**src/rtl/core/kvi_pkg.sv**
```systemverilog
// Package for the keyframe vertex interpolator: request and result payload
// structs, the configuration struct and the register index codes.
// No dependencies; every other file of the block uses it by scoped names.
package kvi_pkg;

    localparam int unsigned FRAME_W    = 12;
    localparam int unsigned FRAC_W     = 4;
    localparam int unsigned STEP_W     = 8;
    localparam int unsigned VALUE_W    = 16;
    localparam int unsigned OUT_W      = 24;
    localparam int unsigned FRACTION_W = 8;
    localparam int unsigned POS_W      = 21;
    localparam int unsigned CFG_IDX_W  = 2;
    localparam int unsigned CFG_DATA_W = 12;

    // Largest number of fraction bits; larger register values clamp to it.
    localparam logic [FRAC_W-1:0] MAX_FRAC = 4'd8;

    // Register index codes of the configuration port.
    typedef enum logic [CFG_IDX_W-1:0] {
        REG_START_FRAME = 2'd0,
        REG_END_FRAME   = 2'd1,
        REG_FRAC_BITS   = 2'd2,
        REG_FRAME_STEP  = 2'd3
    } cfg_index_t;

    // Request modes.
    localparam logic MODE_TICK   = 1'b0;
    localparam logic MODE_VERTEX = 1'b1;

    typedef struct packed {
        logic                      mode;
        logic signed [VALUE_W-1:0] cur_value;
        logic signed [VALUE_W-1:0] next_value;
    } in_item_t;

    typedef struct packed {
        logic signed [OUT_W-1:0]   out_value;
        logic [FRAME_W-1:0]        key_frame;
        logic [FRAME_W-1:0]        next_key_frame;
        logic [FRACTION_W-1:0]     fraction;
    } out_item_t;

    typedef struct packed {
        logic [FRAME_W-1:0] start_frame;
        logic [FRAME_W-1:0] end_frame;
        logic [FRAC_W-1:0]  frac_bits;
        logic [STEP_W-1:0]  frame_step;
    } cfg_t;

endpackage

```
**src/rtl/core/kvi_step.sv**
```systemverilog
// Combinational step of the keyframe vertex interpolator: position update for
// ticks, key frame report, and the vertex interpolation multiply.
// Depends on kvi_pkg.
module kvi_step
(
    input  kvi_pkg::cfg_t                 cfg,
    input  logic [kvi_pkg::POS_W-1:0]     position,
    input  kvi_pkg::in_item_t             item,
    output logic [kvi_pkg::POS_W-1:0]     position_next,
    output kvi_pkg::out_item_t            result
);

    logic [kvi_pkg::FRAC_W-1:0] frac_eff;
    logic signed [23:0]         lo_pos;
    logic signed [23:0]         hi_pos;
    logic signed [23:0]         span_pos;
    logic signed [23:0]         sum_pos;
    logic signed [23:0]         wrap_pos;
    logic signed [23:0]         new_pos;
    logic [kvi_pkg::POS_W-1:0]  rep_pos;
    logic [kvi_pkg::POS_W-1:0]  key_full;
    logic [kvi_pkg::POS_W:0]    key_inc;
    logic [kvi_pkg::POS_W-1:0]  frac_mask;
    logic [kvi_pkg::FRACTION_W-1:0] frac_val;
    logic signed [16:0]         diff;
    logic signed [25:0]         prod;
    logic signed [25:0]         scaled;
    logic signed [25:0]         interp;

    always_comb
    begin
        frac_eff = (cfg.frac_bits > kvi_pkg::MAX_FRAC) ? kvi_pkg::MAX_FRAC : cfg.frac_bits;

        lo_pos   = $signed({12'd0, cfg.start_frame}) <<< frac_eff;
        hi_pos   = $signed({12'd0, cfg.end_frame}) <<< frac_eff;
        // The span is negative when start lies above end.
        span_pos = ($signed({12'd0, cfg.end_frame}) - $signed({12'd0, cfg.start_frame}))
                   <<< frac_eff;
        sum_pos  = $signed({3'd0, position}) + $signed({16'd0, cfg.frame_step});

        wrap_pos = (sum_pos >= hi_pos) ? (sum_pos - span_pos) : sum_pos;
        new_pos  = ((wrap_pos < lo_pos) || (wrap_pos >= hi_pos)) ? lo_pos : wrap_pos;
        position_next = new_pos[kvi_pkg::POS_W-1:0];

        // Ticks report the updated position, vertex requests the stored one.
        rep_pos   = (item.mode == kvi_pkg::MODE_TICK) ? position_next : position;
        key_full  = rep_pos >> frac_eff;
        key_inc   = {1'b0, key_full} + 22'd1;
        frac_mask = (21'd1 << frac_eff) - 21'd1;
        frac_val  = rep_pos[kvi_pkg::FRACTION_W-1:0] & frac_mask[kvi_pkg::FRACTION_W-1:0];

        diff   = $signed({item.next_value[15], item.next_value})
               - $signed({item.cur_value[15], item.cur_value});
        prod   = $signed({{9{diff[16]}}, diff}) * $signed({18'd0, frac_val});
        scaled = prod >>> frac_eff;
        interp = scaled + $signed({{10{item.cur_value[15]}}, item.cur_value});

        result.out_value      = (item.mode == kvi_pkg::MODE_VERTEX)
                              ? $signed({interp[15:0], 8'h00}) : '0;
        result.key_frame      = key_full[kvi_pkg::FRAME_W-1:0];
        result.next_key_frame = (key_inc > {10'd0, cfg.end_frame})
                              ? cfg.start_frame : key_inc[kvi_pkg::FRAME_W-1:0];
        result.fraction       = frac_val;
    end

endmodule

```
**src/rtl/core/keyframe_vertex_interpolator_core.sv**
```systemverilog
// Top level of the keyframe vertex interpolator: request register, result
// register, animation position and configuration registers.
// Depends on kvi_pkg and kvi_step.

// The block keeps a looping fixed-point animation position and answers one
// result per request. A tick request (mode 0) advances the position by
// frame_step, wraps it inside [start_frame, end_frame) and reports the key
// frame, the next key frame and the fraction; its out_value is zero. A vertex
// request (mode 1) blends the current and next key-frame components with the
// stored fraction and returns the result shifted left by eight bits, leaving
// the position alone. Throughput is one request per clock cycle while the
// consumer does not stall. A request passes through the request register
// and then the result register, which drives out_valid; a stall can hold
// it in either. The position update, the report and the single 17 by 8 bit
// multiply all sit in the one stage between those two registers, and the
// position register is written in the same cycle a tick moves to the result
// register, so consecutive ticks see each other without bubbles. The result
// register holds a stalled result while the request register can still
// take one new request if it is empty. Configuration registers must only be
// written while the block holds no request.
module keyframe_vertex_interpolator_core
(
    input  logic                                clk,
    input  logic                                rst_n,
    input  logic                                in_valid,
    output logic                                in_ready,
    input  kvi_pkg::in_item_t                   in_data,
    output logic                                out_valid,
    input  logic                                out_ready,
    output kvi_pkg::out_item_t                  out_data,
    input  logic                                cfg_we,
    input  logic [kvi_pkg::CFG_IDX_W-1:0]       cfg_index,
    input  logic [kvi_pkg::CFG_DATA_W-1:0]      cfg_data
);

    kvi_pkg::cfg_t              cfg_reg;
    kvi_pkg::in_item_t          req_reg;
    logic                       req_valid_reg;
    kvi_pkg::out_item_t         out_reg;
    logic                       out_valid_reg;
    logic [kvi_pkg::POS_W-1:0]  position_reg;
    logic [kvi_pkg::POS_W-1:0]  position_next;
    kvi_pkg::out_item_t         result;
    logic                       out_free;
    logic                       req_advance;

    // The result register accepts a new result when empty or being drained.
    assign out_free    = !out_valid_reg || out_ready;
    assign req_advance = req_valid_reg && out_free;
    assign in_ready    = !req_valid_reg || req_advance;

    assign out_valid = out_valid_reg;
    assign out_data  = out_reg;

    // Configuration registers.
    always_ff @(posedge clk or negedge rst_n)
    begin
        if (!rst_n)
        begin
            cfg_reg.start_frame <= 12'd0;
            cfg_reg.end_frame   <= 12'd1;
            cfg_reg.frac_bits   <= 4'd4;
            cfg_reg.frame_step  <= 8'd1;
        end
        else if (cfg_we)
        begin
            unique case (kvi_pkg::cfg_index_t'(cfg_index))
                kvi_pkg::REG_START_FRAME: cfg_reg.start_frame <= cfg_data[11:0];
                kvi_pkg::REG_END_FRAME:   cfg_reg.end_frame   <= cfg_data[11:0];
                kvi_pkg::REG_FRAC_BITS:   cfg_reg.frac_bits   <= cfg_data[3:0];
                kvi_pkg::REG_FRAME_STEP:  cfg_reg.frame_step  <= cfg_data[7:0];
                default:                  cfg_reg.frame_step  <= cfg_reg.frame_step;
            endcase
        end
    end

    // Request register.
    always_ff @(posedge clk or negedge rst_n)
    begin
        if (!rst_n)
        begin
            req_valid_reg <= 1'b0;
        end
        else if (in_ready)
        begin
            req_valid_reg <= in_valid;
        end
    end

    always_ff @(posedge clk)
    begin
        if (in_valid && in_ready)
        begin
            req_reg <= in_data;
        end
    end

    kvi_step u_step
    (
        .cfg           (cfg_reg),
        .position      (position_reg),
        .item          (req_reg),
        .position_next (position_next),
        .result        (result)
    );

    // Position register and result register.
    always_ff @(posedge clk or negedge rst_n)
    begin
        if (!rst_n)
        begin
            position_reg  <= '0;
            out_valid_reg <= 1'b0;
        end
        else
        begin
            if (req_advance && (req_reg.mode == kvi_pkg::MODE_TICK))
            begin
                position_reg <= position_next;
            end
            if (out_free)
            begin
                out_valid_reg <= req_valid_reg;
            end
        end
    end

    always_ff @(posedge clk)
    begin
        if (req_advance)
        begin
            out_reg <= result;
        end
    end

    // The position always fits in twenty bits, as start_frame and end_frame shifted by at most eight bits do.
    assert property (@(posedge clk) disable iff (!rst_n)
        position_reg[kvi_pkg::POS_W-1] == 1'b0)
        else $error("position left its twenty-bit range");

    // Only a tick leaving the request register moves the position.
    assert property (@(posedge clk) disable iff (!rst_n)
        !(req_advance && (req_reg.mode == kvi_pkg::MODE_TICK)) |=> $stable(position_reg))
        else $error("position changed without a tick");

    // An empty request register must always take a new request.
    assert property (@(posedge clk) disable iff (!rst_n)
        !req_valid_reg |-> in_ready)
        else $error("request register empty but not ready");

    // A held result must not be overwritten while the consumer stalls.
    assert property (@(posedge clk) disable iff (!rst_n)
        (out_valid_reg && !out_ready) |-> !out_free)
        else $error("stalled result register marked free");

endmodule
```
**config.mk**
```make
export PLATFORM = sky130hd
export DESIGN_NAME = keyframe_vertex_interpolator_core
export DESIGN_NICKNAME = d
export VERILOG_FILES = /design/src/rtl/core/kvi_pkg.sv /design/src/rtl/core/kvi_step.sv /design/src/rtl/core/keyframe_vertex_interpolator_core.sv
export SDC_FILE = /design/constraint.sdc
export NUM_CORES = 1
export LEC_CHECK = 0
export ABC_AREA = 1
export BUFFER_PORTS_ARGS = -buffer_cell sky130_fd_sc_hd__buf_2
export CAP_MARGIN = 10
export CORE_MARGIN = 2
export CORE_UTILIZATION = 53
export CTS_CLUSTER_SIZE = 25
export DETAILED_ROUTE_END_ITERATION = 7
export GPL_TIMING_DRIVEN = 0
export PLACE_DENSITY = 0.69
export SYNTH_ARGS = -nofsm -noshare
export SYNTH_HDL_FRONTEND = slang
export SYNTH_HIERARCHICAL = 1
export SYNTH_SLANG_ARGS = --single-unit
```
**constraint.sdc**
```tcl
create_clock -name clk -period 30.1 [get_ports clk]
set_input_delay 6.02 -clock clk [delete_from_list [all_inputs] [get_ports clk]]
set_output_delay 6.02 -clock clk [all_outputs]
set_load 0.02 [all_outputs]
```
* Yosys cells after proc, flatten, opt, wreduce, memory -nomap -nowiden
Cells that the tools add are included. W data, S select, Z words.
Storage, ports and cells: register bits after elaboration 148, bits of input ports 52, logic and storage cells 57
Cells by class: bitwise operators 2, mux-type cells 5, magnitude comparators 5, reduce and logical (&&, ||, !) cells 13, equality and inequality tests 3, shift operators 6, add/sub/neg operators 7, multipliers 1
Operators by type and width (number):
- $ge A24 B24 Y1 | 2
- $sshl A13 B4 Y24 | 2
- $mux W21 | 2
- $mul A17 B9 Y26 | 1
- $sshr A26 B4 Y16 | 1
- $lt A24 B24 Y1 | 1
- $mux W24 | 1
- $sshl A24 B4 Y24 | 1
- $sub A24 B24 Y24 | 1
- $add A21 B1 Y22 const B | 1
- $add A21 B8 Y22 | 1
- $gt A22 B12 Y1 | 1
- $shr A21 B4 Y21 | 1
- $sub A16 B16 Y17 | 1
- $add A16 B16 Y16 | 1
- $sub A12 B12 Y13 | 1
- $mux W12 | 1
- $and A8 B8 Y8 | 1
- $reduce_and A2 Y1 | 4
- $shl A1 B4 Y8 const A | 1
- $sub A8 B1 Y8 const B | 1
- $eq A2 B2 Y1 const B | 2
- $gt A4 B4 Y1 const B | 1
- $mux W4 | 1
- other kinds (6) | 11

* Depth between registers and ports, before layout
depth in word-level cells 13, mapped depth 106

* Cells and area by module
Netlist, hierarchy kept.
Modules (own cells, without submodules):
- kvi_step | cells each 2516, area each 15240.9 µm², times used 1
- keyframe_vertex_interpolator_core | cells each 325, area each 5046.1 µm², times used 1

* Worst setup path after synthesis
Ideal clock, no wire load.
path kind register to register, start point reg cfg_reg[12] (netlist bit), end point reg out_reg (netlist bit out_data[54]) (data pin), setup time 0.259 ns, stages on the path, launching flop included 96, arrival time 13.352 ns, buffers on the path 2, period minus slack after synthesis 13.610 ns, slack 16.490 ns, cell sequence dfstp_2 inv_1 ha_1 fa_1 o21ai_0 a21oi_1 o21bai_1 a21oi_1 o21ai_0 a21o_1 a21oi_1 or2_2 nand2_1 a21oi_1 inv_1 nand2_1 nand2_1 o21ai_0 (+60 left out) nand2_1 nand2_1 inv_1 nor2_1 inv_1 a21oi_1 nor2_1 a221o_1 nand2_1 inv_1 o21ai_0 nand2_1 nand2_1 inv_1 o21ai_0 nand2_1 o21ai_0 a21oi_1
RTL lines:
- start, declared | RTL line keyframe_vertex_interpolator_core.sv:36 | kvi_pkg::cfg_t cfg_reg;
- end signal, assigned | RTL line keyframe_vertex_interpolator_core.sv:132 | out_reg <= result;
- end, declared | RTL line keyframe_vertex_interpolator_core.sv:39 | kvi_pkg::out_item_t out_reg;

==> metrics.csv <==
stage;metric;value;unit
clocking;TritonCTS buffer count;17;
finish;Final Util;59.10;%
synth;sequential area share after synthesis;20.47;%
die;chip height;199.6;microns
routing;DRT Pass-1 Iters;6;
sta;final setup fails;0;
worst_hold_path;class of the worst hold path;reg2reg;
critical_path;slowest CP cell;dfstp_2;
finish;cell area after layout;22260;sq um
clocking;root buffer selected by CTS;clkbuf_16;
sta;Post-Route Skew;0.01140;ns
die;Core ar.;37670;sq um
grt;Global Route met2 Usage;55.25;%
finish;share of cells above drive strength 1;10.83;%
grt;largest net degree at the start of global routing;41;
critical_path;Worst Path Required;30.33;ns
die;IO Pins;110;
grt;vias in the first global route;18860;
synth;cell count after synthesis;2841;
critical_path;Crit Path Class;reg2reg;
finish;Fill cells;3713;
clocking;clock sink total;148;
die;row count;71;
sta;final hold violations;0;
routing;DR iter-0 viols;2267;
synth;Post-synth ARST share;39.86;%
finish;Largest register FFs;56;
grt;routing usage on met3;7.629;%
finish;most common cell after layout, fill and taps aside;nand2_1;
routing;post-route ant nets;0;
critical_path;CP Buf/Inv Count;14;
synth;EDFF count, synth;89;
routing;# DRC;0;
grt;initial antenna violation count;1;
critical_path;Critical Path Sink Type;register;
clocking;post-CTS setup buffers;0;
sta;Peak Freq;0.05668;GHz
sta;minimum clock period;17.64;ns
synth;Synth cell types;61;
placement;PortBufs;109;
synth;top_reg_cell synth;edfxtp_1;
critical_path;Most common cell on crit path;nand2_1;
die;Die Footprint;39860;sq um
sta;RSZ-0062 raised after global routing;no;
grt;remaining global-route overflow;0;
die;die width;199.6;microns
clocking;clock slew at the register clock pins of the worst setup and hold paths;0.07;ns
critical_path;CP Max Fanout;10;
sta;final worst slack;12.46;ns
sta;fin. max-slew vios;0;
sta;Slew @ Worst Pin;1.077;ns
grt;M1 GR Usage;50.83;%
finish;Layout Nets;3359;
placement;HPWL Detailed;59.67;mm
critical_path;CP max stage delay;0.66;ns
grt;GRT Overall Usage;36.70;%
grt;Most Crowded Layer GR;met2;
synth;synthesized cell area;20290;sq um
routing;detailed-route vias per instance;5.703;
routing;via count;20040;
sta;Tcrit/Tclk final;58.62;%
finish;most frequent cells in the layout;nand2_1 (680), inv_1 (462), nor2_1 (223);
finish;Layout area overhead;9.726;%
critical_path;arrival time at the worst endpoint;17.87;ns
synth;total of warnings raised by yosys;6;
synth;syn_area_per_cell;7.141;sq um
job;maxcap violations;0;
clocking;Hold-fix buffers, CTS;0;
sta;Setup TNS;0;ns
critical_path;CP delay by family, top;simple AND/OR/NAND/NOR gates;
placement;gp weighted congestion;1.053;
routing;wire length per cell;20.35;microns
clocking;clock latency on the worst-skew pair;0.47;ns
synth;Synth Register Bits;148;
placement;Cell Area, Placed;21640;sq um
sta;Worst slew margin;27.93;%
status;status;finished, final reports clean;
die;Starting Density;53.86;%
placement;Setup WS pre-CTS;13.01;ns
clocking;Post-CTS Resized;0;
routing;WL final;71.53;mm
clocking;TritonCTS clock tree;yes;
grt;first-pass GRT wire length;108.3;mm
clocking;CTS H-tree lvls;4;
clocking;Max clock buf depth;2;
critical_path;Worst setup SP type;register;
layer usage:
layer  vias up  part of all wire [%]
li1       9490                     -
met1      9497                    44
met2       922                    43
met3       133                   9.5
met4         0                   4.4
met5         -                     0
kinds of logic (layout without fill, tap and decap cells):
family                   after synthesis  after routing  synth area share [%]
AND/OR/NAND/NOR                     1272           1272                 28.13
buffers and inverters                586            731                 11.61
AO/OA/AOI/OAI                        427            427                 12.21
adder cells (fa/ha/maj)              318            318                 23.72
flip-flops                           148            148                 20.47
XOR/XNOR                              83             83                 3.583
multiplexers                           5              5                0.2467
other                                  2             19               0.03702
synthesized netlist by cell type (all sizes together), types with 2 or more instances:
| cell type | number | area, sq um |
|---|---|---|
| clkinv | 3 | 11.26 |
| fa | 111 | 2222 |
| nor4 | 8 | 83.83 |
| xnor2 | 16 | 140.1 |
| a21o | 6 | 45.04 |
| inv | 476 | 1787 |
| mux2i | 5 | 50.05 |
| conb | 2 | 7.510 |
| xor2 | 67 | 586.8 |
| o31ai | 2 | 15.01 |
| nand3b | 6 | 57.56 |
| o21a | 6 | 45.04 |
| nor3 | 18 | 100.1 |
| dfstp | 3 | 78.83 |
| and2 | 4 | 25.02 |
| a21oi | 127 | 639.4 |
| o21ai | 196 | 1049 |
| a31oi | 8 | 50.05 |
| buf | 63 | 391.6 |
| or2 | 19 | 118.9 |
| o211ai | 11 | 82.58 |
| a211oi | 8 | 60.06 |
| nor2 | 242 | 1001 |
| dfrtp | 56 | 1401 |
| a221oi | 2 | 17.52 |
| edfxtp | 89 | 2673 |
| nand4 | 52 | 325.3 |
| nand2 | 688 | 2608 |
| o21bai | 16 | 120.1 |
| o22ai | 25 | 156.4 |
| clkbuf | 44 | 165.2 |
| a22oi | 2 | 15.01 |
| nand3 | 233 | 1371 |
| o221ai | 10 | 87.58 |
| a32o | 2 | 20.02 |
| ha | 207 | 2590 |
stage by stage:
step	hold WS (ns)	std cells
finish	0.4767	3514
global placement	0.4561	3477
global route	0.4960	3514
CTS	0.4773	3513
floorplan	0.4419	2857
detailed placement	0.4602	3481
cell type report:
class	count	area, sq um	share of cell area [%]
Multi-Input combinational cell	2123	13860	62.25
Antenna cell	1	2.502	0.01124
Timing Repair Buffer	113	640.6	2.878
Tap cell	511	639.4	2.872
Inverter	479	1798	8.077
Buffer	107	556.8	2.501
Sequential cell	148	4153	18.66
Clock buffer	17	425.4	1.911
Clock inverter	15	188.9	0.8487
worst register-to-register path: cells and delay by family (launching register included):
kind | cells | cell delay (ns)
simple gates | 43 | 5.62
compound gates | 24 | 4.65
fa+ha+maj | 10 | 3.96
buf+inv | 14 | 1.83
flops | 1 | 0.66
xor+xnor | 3 | 0.64
worst paths after layout:
check                                             start                      endpoint  slack, ns  cells after the start
hold / removal             position_reg[19]$_DFFE_PN0P_  position_reg[19]$_DFFE_PN0P_       0.48                      2
setup / recovery                cfg_reg[12]$_DFFE_PN1P_        out_data[54]$_DFFE_PP_      12.46                     94
min in group asynchronous                         rst_n       cfg_reg[29]$_DFFE_PN0P_       5.50                      1
hold reg to reg            position_reg[19]$_DFFE_PN0P_  position_reg[19]$_DFFE_PN0P_       0.48                      2
setup reg to reg                cfg_reg[12]$_DFFE_PN1P_        out_data[54]$_DFFE_PP_      12.46                     94
max in group asynchronous                         rst_n        cfg_reg[0]$_DFFE_PN1P_      23.96                      2
Power is not shown: default switching activity piles up to over one toggle a cycle in this logic, so the estimate is an artifact.
